===== src/hdl/smpq_pkg.sv =====
`default_nettype none
// ----------------------------------------------------------------------------
// smpq_pkg: shared types and constants of the sorted priority queue
// Value and count widths, operation and status codes, and the control
// bundle that the top level broadcasts to every cell of the chain.
// ----------------------------------------------------------------------------
package smpq_pkg;

    localparam int CAPACITY    = 16;
    localparam int VALUE_WIDTH = 32;
    localparam int IO_WIDTH    = 32;
    localparam int CNT_W       = $clog2(CAPACITY + 1);
    localparam int OCC_W       = 5;
    localparam int STATUS_W    = 2;

    typedef logic signed [VALUE_WIDTH-1:0] t_value;
    typedef logic signed [IO_WIDTH-1:0]    t_io_value;
    typedef logic [CNT_W-1:0]              t_count;
    typedef logic [OCC_W-1:0]              t_occ;
    typedef logic [STATUS_W-1:0]           t_status;

    localparam logic OP_INSERT = 1'b0;
    localparam logic OP_REMOVE = 1'b1;

    localparam t_status ST_OK    = 2'd0;
    localparam t_status ST_EMPTY = 2'd1;
    localparam t_status ST_FULL  = 2'd2;

    localparam t_io_value EMPTY_VALUE = -32'sd1;
    localparam t_count    FULL_COUNT  = t_count'(CAPACITY);

    // Broadcast to all cells in the cycle of a transfer.
    typedef struct packed {
        logic   ins;
        logic   rem;
        t_value new_value;
    } t_cell_ctrl;

    // Sign-extend or wrap an input value to the stored width.
    function automatic t_value to_stored(input t_io_value v);
        return t_value'(v);
    endfunction

    // Low bits of a stored value, sign-extended when the store is narrow.
    function automatic t_io_value to_io(input t_value v);
        return t_io_value'(v);
    endfunction

endpackage
`default_nettype wire


===== src/hdl/smpq_if.sv =====
`default_nettype none
// ----------------------------------------------------------------------------
// smpq_if: valid/ready channels of the sorted priority queue
// One interface for the operation requests and one for the results.
// ----------------------------------------------------------------------------
interface smpq_in_if;
    import smpq_pkg::*;

    logic      valid;
    logic      ready;
    logic      operation;
    t_io_value value;

    modport source (output valid, output operation, output value, input ready);
    modport sink   (input valid, input operation, input value, output ready);
endinterface

interface smpq_out_if;
    import smpq_pkg::*;

    logic      valid;
    logic      ready;
    t_io_value removed_value;
    t_status   status;
    t_occ      occupancy;

    modport source (output valid, output removed_value, output status,
                    output occupancy, input ready);
    modport sink   (input valid, input removed_value, input status,
                    input occupancy, output ready);
endinterface
`default_nettype wire


===== src/hdl/smpq_cell.sv =====
`default_nettype none
// ----------------------------------------------------------------------------
// smpq_cell: one slot of the sorted chain
// Holds one value, reports whether it outranks the incoming value, and on an
// insert keeps, takes the new value or takes its left neighbor's value; on a
// remove it takes its right neighbor's value.
// ----------------------------------------------------------------------------
module smpq_cell (
    input  wire logic                  i_clk,
    input  wire smpq_pkg::t_cell_ctrl  i_ctrl,
    input  wire logic                  i_occ,
    input  wire logic                  i_left_ge,
    input  wire smpq_pkg::t_value      i_left_value,
    input  wire smpq_pkg::t_value      i_right_value,
    output logic                       o_ge,
    output smpq_pkg::t_value           o_value
);
    import smpq_pkg::*;

    t_value r_value;
    t_value n_value;

    // Equal values stay ahead of the newcomer.
    assign o_ge    = i_occ && (r_value >= i_ctrl.new_value);
    assign o_value = r_value;

    always_comb begin
        n_value = r_value;
        if (i_ctrl.ins) begin
            if (o_ge) begin
                n_value = r_value;
            end else if (i_left_ge) begin
                n_value = i_ctrl.new_value;
            end else begin
                n_value = i_left_value;
            end
        end else if (i_ctrl.rem) begin
            n_value = i_right_value;
        end
    end

    always_ff @(posedge i_clk) begin
        r_value <= n_value;
    end

endmodule
`default_nettype wire


===== src/hdl/sorted_max_priority_queue_top.sv =====
`default_nettype none
// ----------------------------------------------------------------------------
// sorted_max_priority_queue_top: bounded max-first priority queue
// A chain of cells keeps up to CAPACITY signed values sorted from largest to
// smallest; inserts land in order and removes return the largest value.
// ----------------------------------------------------------------------------
// Usage:
// Requests arrive on the i_in channel (operation, value) and results leave on
// the o_out channel (removed_value, status, occupancy). Every request transfer
// produces exactly one result transfer, in order.
// An insert compares the new value against every cell at once; each cell then
// keeps its value, takes the new one, or takes its left neighbor's, so the
// list shifts right by one behind the insertion point. A remove shifts the
// whole chain left by one and returns the head cell.
// The result is loaded into the output register at the edge of the request
// transfer and can be transferred from the cycle after on.
// Throughput is one item per cycle while the receiver takes results, as the
// compare-and-shift in the cell chain is done in the cycle of the transfer.
// A new request is taken whenever the output register is empty or its result
// is being transferred in the same cycle, so a stalled receiver holds off the
// sender after one buffered result and no result is lost.
// A remove on an empty queue returns -1 with the empty status; an insert on a
// full queue is dropped with the full status and the count is unchanged.
// Reset clears the count and the output valid; stored values need no reset,
// since only cells below the count are ever read.
// ----------------------------------------------------------------------------
module sorted_max_priority_queue_top (
    input  wire logic i_clk,
    input  wire logic i_rst_n,
    smpq_in_if.sink   i_in,
    smpq_out_if.source o_out
);
    import smpq_pkg::*;

    t_count      r_count;
    t_count      n_count;
    logic        r_out_valid;
    t_io_value   r_removed;
    t_status     r_status;
    t_occ        r_occ;
    t_io_value   n_removed;
    t_status     n_status;

    logic        accept;
    logic        is_full;
    logic        is_empty;
    t_cell_ctrl  ctrl;

    logic   [CAPACITY-1:0] cell_ge;
    logic   [CAPACITY-1:0] cell_occ;
    t_value                cell_value [CAPACITY];

    // The output register accepts a new result when empty or draining.
    assign i_in.ready = !r_out_valid || o_out.ready;
    assign accept     = i_in.valid && i_in.ready;
    assign is_full    = (r_count == FULL_COUNT);
    assign is_empty   = (r_count == '0);

    assign ctrl.ins       = accept && (i_in.operation == OP_INSERT) && !is_full;
    assign ctrl.rem       = accept && (i_in.operation == OP_REMOVE) && !is_empty;
    assign ctrl.new_value = to_stored(i_in.value);

    for (genvar g = 0; g < CAPACITY; g++) begin : g_cell
        assign cell_occ[g] = (t_count'(g) < r_count);

        smpq_cell u_cell (
            .i_clk         (i_clk),
            .i_ctrl        (ctrl),
            .i_occ         (cell_occ[g]),
            .i_left_ge     ((g == 0) ? 1'b1 : cell_ge[(g == 0) ? 0 : g - 1]),
            .i_left_value  (cell_value[(g == 0) ? 0 : g - 1]),
            .i_right_value (cell_value[(g == CAPACITY - 1) ? g : g + 1]),
            .o_ge          (cell_ge[g]),
            .o_value       (cell_value[g])
        );
    end

    always_comb begin
        n_count   = r_count;
        n_removed = '0;
        n_status  = ST_OK;
        if (i_in.operation == OP_REMOVE) begin
            if (is_empty) begin
                n_removed = EMPTY_VALUE;
                n_status  = ST_EMPTY;
            end else begin
                n_removed = to_io(cell_value[0]);
                n_count   = r_count - t_count'(1);
            end
        end else begin
            if (is_full) begin
                n_status = ST_FULL;
            end else begin
                n_count = r_count + t_count'(1);
            end
        end
    end

    always_ff @(posedge i_clk) begin
        if (!i_rst_n) begin
            r_count     <= '0;
            r_out_valid <= 1'b0;
        end else begin
            if (accept) begin
                r_count     <= n_count;
                r_out_valid <= 1'b1;
            end else if (o_out.ready) begin
                r_out_valid <= 1'b0;
            end
        end
    end

    always_ff @(posedge i_clk) begin
        if (accept) begin
            r_removed <= n_removed;
            r_status  <= n_status;
            r_occ     <= t_occ'(n_count);
        end
    end

    assign o_out.valid         = r_out_valid;
    assign o_out.removed_value = r_removed;
    assign o_out.status        = r_status;
    assign o_out.occupancy     = r_occ;

endmodule
`default_nettype wire

===== src/flat_wrapper.sv =====
// flat-port wrapper written by rule: the top's interface ports become plain ports
module sorted_max_priority_queue_top_flat import smpq_pkg::*;
  (i_clk, i_rst_n, i_in_valid, i_in_operation, i_in_value, i_in_ready, o_out_valid, o_out_removed_value, o_out_status, o_out_occupancy, o_out_ready);
  smpq_in_if i_in_i ();
  smpq_out_if o_out_i ();
  input  wire logic i_clk;
  input  wire logic i_rst_n;
  input wire logic [$bits(i_in_i.valid)-1:0] i_in_valid;
  input wire logic [$bits(i_in_i.operation)-1:0] i_in_operation;
  input wire logic [$bits(i_in_i.value)-1:0] i_in_value;
  output wire logic [$bits(i_in_i.ready)-1:0] i_in_ready;
  output wire logic [$bits(o_out_i.valid)-1:0] o_out_valid;
  output wire logic [$bits(o_out_i.removed_value)-1:0] o_out_removed_value;
  output wire logic [$bits(o_out_i.status)-1:0] o_out_status;
  output wire logic [$bits(o_out_i.occupancy)-1:0] o_out_occupancy;
  input wire logic [$bits(o_out_i.ready)-1:0] o_out_ready;
  assign i_in_i.valid = i_in_valid;
  assign i_in_i.operation = i_in_operation;
  assign i_in_i.value = i_in_value;
  assign i_in_ready = i_in_i.ready;
  assign o_out_valid = o_out_i.valid;
  assign o_out_removed_value = o_out_i.removed_value;
  assign o_out_status = o_out_i.status;
  assign o_out_occupancy = o_out_i.occupancy;
  assign o_out_i.ready = o_out_ready;
  sorted_max_priority_queue_top u_core (.i_clk(i_clk), .i_rst_n(i_rst_n), .i_in(i_in_i), .o_out(o_out_i));
endmodule

===== config.mk =====
export PLATFORM = sky130hd
export DESIGN_NAME = sorted_max_priority_queue_top_flat
export DESIGN_NICKNAME = d
export VERILOG_FILES = /design/src/hdl/smpq_pkg.sv /design/src/hdl/smpq_if.sv /design/src/hdl/smpq_cell.sv /design/src/hdl/sorted_max_priority_queue_top.sv /design/src/flat_wrapper.sv
export SDC_FILE = /design/constraint.sdc
export NUM_CORES = 2
export LEC_CHECK = 0
export BUFFER_PORTS_ARGS = -buffer_cell sky130_fd_sc_hd__buf_2
export CAP_MARGIN = 20
export CORE_MARGIN = 10
export CORE_UTILIZATION = 45
export CTS_CLUSTER_SIZE = 20
export DETAILED_ROUTE_END_ITERATION = 8
export PLACE_DENSITY_LB_ADDON = 0.1
export SYNTH_ARGS = -nofsm -noshare
export SYNTH_HDL_FRONTEND = slang
export SYNTH_SLANG_ARGS = --single-unit

===== constraint.sdc =====
create_clock -name i_clk -period 6.14 [get_ports i_clk]
set_input_delay 0.921 -clock i_clk [delete_from_list [all_inputs] [get_ports i_clk]]
set_output_delay 0.921 -clock i_clk [all_outputs]
set_load 0.05 [all_outputs]

* After elaboration in Yosys (flattened, before gate mapping)
Index checks and enable logic that the tools add are counted.
Word-level totals: register bits 557, bits of input ports 37
Cells by class: equal/unequal tests 16, reduce and logical (&&, ||, !) cells 44, bitwise gates (word level) 2, order comparisons 32, muxes and demuxes 69, add/sub/neg operators 2
Operator list (count):
- 32-bit two-way mux | 61
- 32-bit >= comparator | 16
- 4-bit by 5-bit < comparator with 1-bit output (first input constant) | 8
- 2-bit AND reduction | 16
- 2-bit inequality test (second input constant) | 15
- 1-bit logical AND | 21
- 3-bit by 5-bit < comparator with 1-bit output (first input constant) | 4
- 5-bit two-way mux | 3
- 1-bit by 5-bit < comparator with 1-bit output (first input constant) | 2
- 2-bit by 5-bit < comparator with 1-bit output (first input constant) | 2
- 5-bit by 1-bit adder with 5-bit output (second input constant) | 1
- 5-bit == test (second input constant) | 1
- 5-bit logical NOT | 1
- 5-bit by 1-bit subtractor with 5-bit output (second input constant) | 1
- 2-bit two-way mux | 2
- 2-bit nonzero test | 2
- 1-bit logical NOT | 3
- 1-bit two-way mux | 3
- 1-bit inverter | 2
- 1-bit logical OR | 1

* Logic depth before layout (Yosys ltp)
word-level depth 7, gate-level depth with buffers 12

* Hierarchy
Synthesis repeated with hierarchy kept, for this count alone.
Second synthesis, totals: cell total of the unflattened synthesis 4290, area, all modules 41778.8 um^2
By module, submodules not included:
- smpq_cell at u_core.g_cell[0].u_cell ... | area an instance 2477.4 um^2, cells an instance 257, times used 15, seq. area each 960.9 um^2
- smpq_cell at u_core.g_cell[15].u_cell | area an instance 2496.1 um^2, cells an instance 260, times used 1, seq. area each 960.9 um^2
- sorted_max_priority_queue_top | area an instance 2122.0 um^2, cells an instance 175, times used 1, seq. area each 1291.2 um^2

* Worst setup path after synthesis
Ideal clock, no wire load.
path kind input -> register, from in i_in_value[29], to reg u_core.g_cell[14].u_cell.r_value[0] (enable), buffers on the path 1, required time 5.674 ns, slack 0.753 ns, arrival 4.921 ns, cell stages on the path 10, cell sequence inv_1 -> ha_1 -> a21o_1 -> a21o_1 -> a21oi_1 -> o211ai_1 -> mux2i_1 -> o21ai_1 -> buf_2 -> o21ai_0
On the way: longest elaborated chain between the ends 4
Ends and longest elaborated chain:
- start, declared | RTL line flat_wrapper.sv:10 | input wire logic [$bits(i_in_i.value)-1:0] i_in_value;
- 32-bit >= comparator | RTL line smpq_cell.sv:24 | assign o_ge = i_occ && (r_value >= i_ctrl.new_value);
- 1-bit logical AND | RTL line smpq_cell.sv:24
- 2-bit inequality test (no source line)
- 2-bit AND reduction (no source line)
- end signal, assigned | RTL line smpq_cell.sv:43 | r_value <= n_value;
- end, declared | RTL line smpq_cell.sv:20 | t_value r_value;
Every way passes these cells. A chain may end at the register's enable or synchronous reset.

* Final worst setup path
from reg u_core.r_count[0], to reg u_core.g_cell[13].u_cell.r_value[20] (data pin)
On the way: longest elaborated chain between the ends 5
Ends and longest elaborated chain:
- start, declared | RTL line sorted_max_priority_queue_top.sv:35 | t_count r_count;
- start signal, assigned | RTL line sorted_max_priority_queue_top.sv:105 | r_count <= n_count;
- 4-bit by 5-bit < comparator with 1-bit output | RTL line sorted_max_priority_queue_top.sv:64 | assign cell_occ[g] = (t_count'(g) < r_count);
- 1-bit logical AND | RTL line smpq_cell.sv:24
- 32-bit two-way mux | RTL line smpq_cell.sv:32 | end else if (i_left_ge) begin
- 32-bit two-way mux | RTL line smpq_cell.sv:30 | if (o_ge) begin
- 32-bit two-way mux * | RTL line smpq_cell.sv:29 | if (i_ctrl.ins) begin
- via u_core.g_cell[13].u_cell.n_value[20] | RTL line smpq_cell.sv:21 | t_value n_value;
- end signal, assigned | RTL line smpq_cell.sv:43
- end, declared | RTL line smpq_cell.sv:20
The timed path passes the listed nets; every way through them passes the cells marked *. The select of a mux whose other input is x is not followed.

==> flow_summary_export.csv <==
group,metric,value,unit
pwr,vdd_ir_drop_max,0.205,mV
placement,portBuffers,77,
critical_path,crit_chain,"inv_1 -> ha_1 -> nand2_1 -> nor3_1 -> nor3_2 -> buf_4 -> nand2_1 -> o211ai_1",
clocking,clkTransAtPathRegs,60,ps
detailed_routing,routed_wl,128000,um
sta,slew_headroom,22.1,%
die,die_h,314,um
grt,grt_max_degree,122,
final_layout,design_area,42500,sq um
clocking,post_cts_buffers,0,
die,core-area,85400,sq um
critical_path,startpoint,"u_core.r_count[0]",
die,die_area,98600,sq um
placement,post-place-ws,1490,ps
detailed_routing,drc,0,
grt,grt_pass1_vias,31284,
critical_path,regToRegEndpoint,"u_core.g_cell[13].u_cell.o_value[20]",
sta,tns,0,ps
grt,antenna_found_initial,3,
die,start_util,45.5,%
placement,post_dp_cell_area,40300,sq um
clocking,cts-root-buf,"clkbuf_16",
logic_synthesis,ys.warnings.count,0,
hold_path,holdPathEnd,"u_core.o_out.valid",
final_layout,final_nets,4427,
job,drv_cap,0,
sta,final-hold-violation-count,0,
logic_synthesis,synth_flop_cell,"edfxtp_1",
detailed_routing,ant_nets,0,
logic_synthesis,ys_ff_latch,557,
clocking,worstSkewPairLatency,610,ps
final_layout,fillers,8009,
detailed_routing,detail_route.vias_per_cell,6.40,
hold_path,min_path_type,"reg2reg",
die,ios,78,
die,die_x,314,um
critical_path,cp-start-kind,"flop",
critical_path,r2r_start,"u_core.r_count[0]",
sta,fin_skew,18.3,ps
sta,tightest_slew,1170,ps
logic_synthesis,synth.cell_area,38900,sq um
pwr,power_density,278,nW/um^2
sta,final-setup-viol-count,0,
pwr,leakage,16.5,nW
clocking,clock_sinks,557,
logic_synthesis,synth_fp_nets,4477,
clocking,h-tree-depth,3,
critical_path,critPathSlowestCell,"dfxtp_1",
logic_synthesis,yosysSeqAreaShare,42.9,%
outcome,status,"finished clean",
sta,final-max-slew-violation-count,0,
placement,dp_hpwl,95300,um
logic_synthesis,synth_edf_count,551,
logic_synthesis,postSynthCellCount,3925,
clocking,cts.path.max_buffers,3,
final_layout,drive_above_1_share,8.61,%
critical_path,end_kind,"flop",
critical_path,cp.required,6560,ps
critical_path,cp_common_cell,"nand2_1",
hold_path,hold_path.startpoint,"u_core.o_out.valid",
detailed_routing,wl_per_cell,25.3,um
clocking,numCtsBuffers,70,
grt,overflow,0,
clocking,cts_hold_buf,0,
critical_path,slowest_delay,800,ps
clocking,cts_resized,0,
detailed_routing,vias,32475,
sta,rsz0062_at_grt,"no",
grt,grt_pass1_wl,195000,um
placement,routabilityCongestion,0.896,
critical_path,crit_type,"reg2reg",
hold_path,worstHoldPathCells,2,
critical_path,critPathMaxFanout,60,
detailed_routing,drtPass1Iterations,6,
sta,setup_ws,1880,ps
sta,period_minus_slack,4260,ps
sta,holdWs,528,ps
critical_path,critical_path_arrival,4690,ps
clocking,cts_tree,"built",
logic_synthesis,synth_area_per_cell,9.91,sq um
final_layout,seq_area,16700,sq um
die,placementRows,107,
detailed_routing,drt_iter0_markers,3477,
sta,post-route-period-util,69.5,%
logic_synthesis,synthDistinctLibCells,79,
critical_path,r2r_slack,1880,ps
grt,grtUsageTotal,25.2,%
logic_synthesis,synthArstFlopShare,0,%
sta,max_freq,235,MHz
final_layout,final_util,49.8,%
final_layout,multi_input_area,20900,sq um
final_layout,area_delta_synth_final,9.43,%
critical_path,rr_worst_depth,8,
[flip-flops by register name, summed over array words and instances, names as in the netlist]
| signal | cells |
|---|---|
| u_core.o_out.valid | 1 |
| u_core.r_count | 5 |
| u_core.o_out.occupancy | 5 |
| u_core.o_out.removed_value | 32 |
| u_core.g_cell.u_cell.o_value | 512 |
| u_core.o_out.status | 2 |
[report_power, final]
group / internal [mW] / switching [mW]
Sequential: 4.76 / 0.369
Clock: 2.41 / 1.72
Combinational: 0.880 / 1.71
[Yosys cell counts, types with 3 or more instances]
cell type | count | share of area (%)
and2_0 | 5 | 0.080
a211oi_1 | 19 | 0.37
o21ai_1 | 33 | 0.42
or4_1 | 3 | 0.058
nand4_1 | 347 | 5.6
dfxtp_1 | 6 | 0.31
o21ai_0 | 120 | 1.5
edfxtp_1 | 551 | 43
o2111ai_1 | 3 | 0.068
nand2b_1 | 15 | 0.24
a21boi_0 | 4 | 0.077
o211ai_2 | 4 | 0.13
nor2_1 | 124 | 1.2
mux2i_1 | 38 | 0.98
mux2_2 | 36 | 1.0
ha_1 | 515 | 17
nor4_1 | 18 | 0.29
inv_1 | 66 | 0.64
nand3_1 | 171 | 2.2
nand2_1 | 621 | 6.0
and4_1 | 10 | 0.23
a31oi_1 | 73 | 1.2
clkbuf_1 | 197 | 1.9
nor3b_1 | 5 | 0.097
nor3_1 | 25 | 0.32
a22oi_1 | 4 | 0.077
buf_4 | 7 | 0.14
buf_1 | 26 | 0.25
a221oi_1 | 16 | 0.36
and3_1 | 6 | 0.097
buf_2 | 56 | 0.72
nor2b_1 | 21 | 0.34
o221ai_1 | 12 | 0.27
or3_1 | 5 | 0.080
a311oi_1 | 3 | 0.068
a21oi_1 | 232 | 3.0
buf_6 | 3 | 0.087
o211ai_1 | 363 | 7.0
a21o_1 | 68 | 1.3
and2_1 | 8 | 0.13
o21a_1 | 37 | 0.71
[cell type report]
| type | count | area share (%) |
|---|---|---|
| antenna | 2 | 0.0118 |
| inverter | 68 | 0.600 |
| sequential | 557 | 39.2 |
| clock inverter | 38 | 0.765 |
| tap | 1144 | 3.36 |
| multi-input combinational | 3007 | 49.0 |
| timing repair buffer | 171 | 2.67 |
| clock buffer | 85 | 4.40 |
[placed cells by master (no fill, tap or decap), types with 36 or more instances in the layout]
| master | n |
|---|---|
| a21o_1 | 68 |
| a31oi_1 | 73 |
| o21a_1 | 37 |
| o21ai_0 | 119 |
| a21oi_1 | 232 |
| nand4_1 | 347 |
| buf_2 | 77 |
| nand3_1 | 171 |
| nor2_1 | 124 |
| inv_1 | 66 |
| clkbuf_16 | 73 |
| nand2_1 | 621 |
| ha_1 | 515 |
| o211ai_1 | 363 |
| edfxtp_1 | 551 |
| buf_4 | 90 |
| mux2_2 | 36 |
[critical path: cells and delay by family (launching register included)]
family	cells	cell delay [ps]
fa+ha+maj	1	330
buf+inv	2	950
compound gates	1	390
flops	1	800
simple gates	4	1500
[worst max path at each step]
stage | endpoint | slack, ps | cells after the start
2_1_floorplan | u_core.g_cell[14].u_cell.o_value[0] | 750 | 10
3_3_place_gp | u_core.g_cell[6].u_cell.o_value[25] | 1500 | 12
3_5_place_dp | u_core.g_cell[13].u_cell.o_value[25] | 1490 | 11
4_1_cts | u_core.g_cell[15].u_cell.o_value[22] | 1950 | 9
5_1_grt | u_core.g_cell[11].u_cell.o_value[23] | 1660 | 8
6_report | u_core.g_cell[13].u_cell.o_value[20] | 1880 | 8
[cells by family after synthesis]
group                    after synthesis  synth area share (%)
multiplexers                          74                  2.02
AO/OA/AOI/OAI                       1020                  17.3
buffers and inverters                361                  3.90
XOR/XNOR                               1                0.0225
flip-flops                           557                  42.9
AND/OR/NAND/NOR                     1397                  17.3
adder cells (fa/ha/maj)              515                  16.6
[per-layer routing]
layer  GRT usage (%)  vias to the layer above  wire length [um]
met1            36.5                    15877             59200
met2            38.9                     1220             56800
met4            6.14                        0              2710
met3            3.75                      160              9610
met5               0                        -                 0
li1                -                    15218                 -
[stage by stage]
step	total power, mW	std cells
finish	11.8	5072
global route	12.4	5072
CTS	11.9	5070
detailed placement	7.75	4947
global placement	7.71	4946
floorplan	6.86	3925
Note: power is estimated with default switching activity, not from simulation.
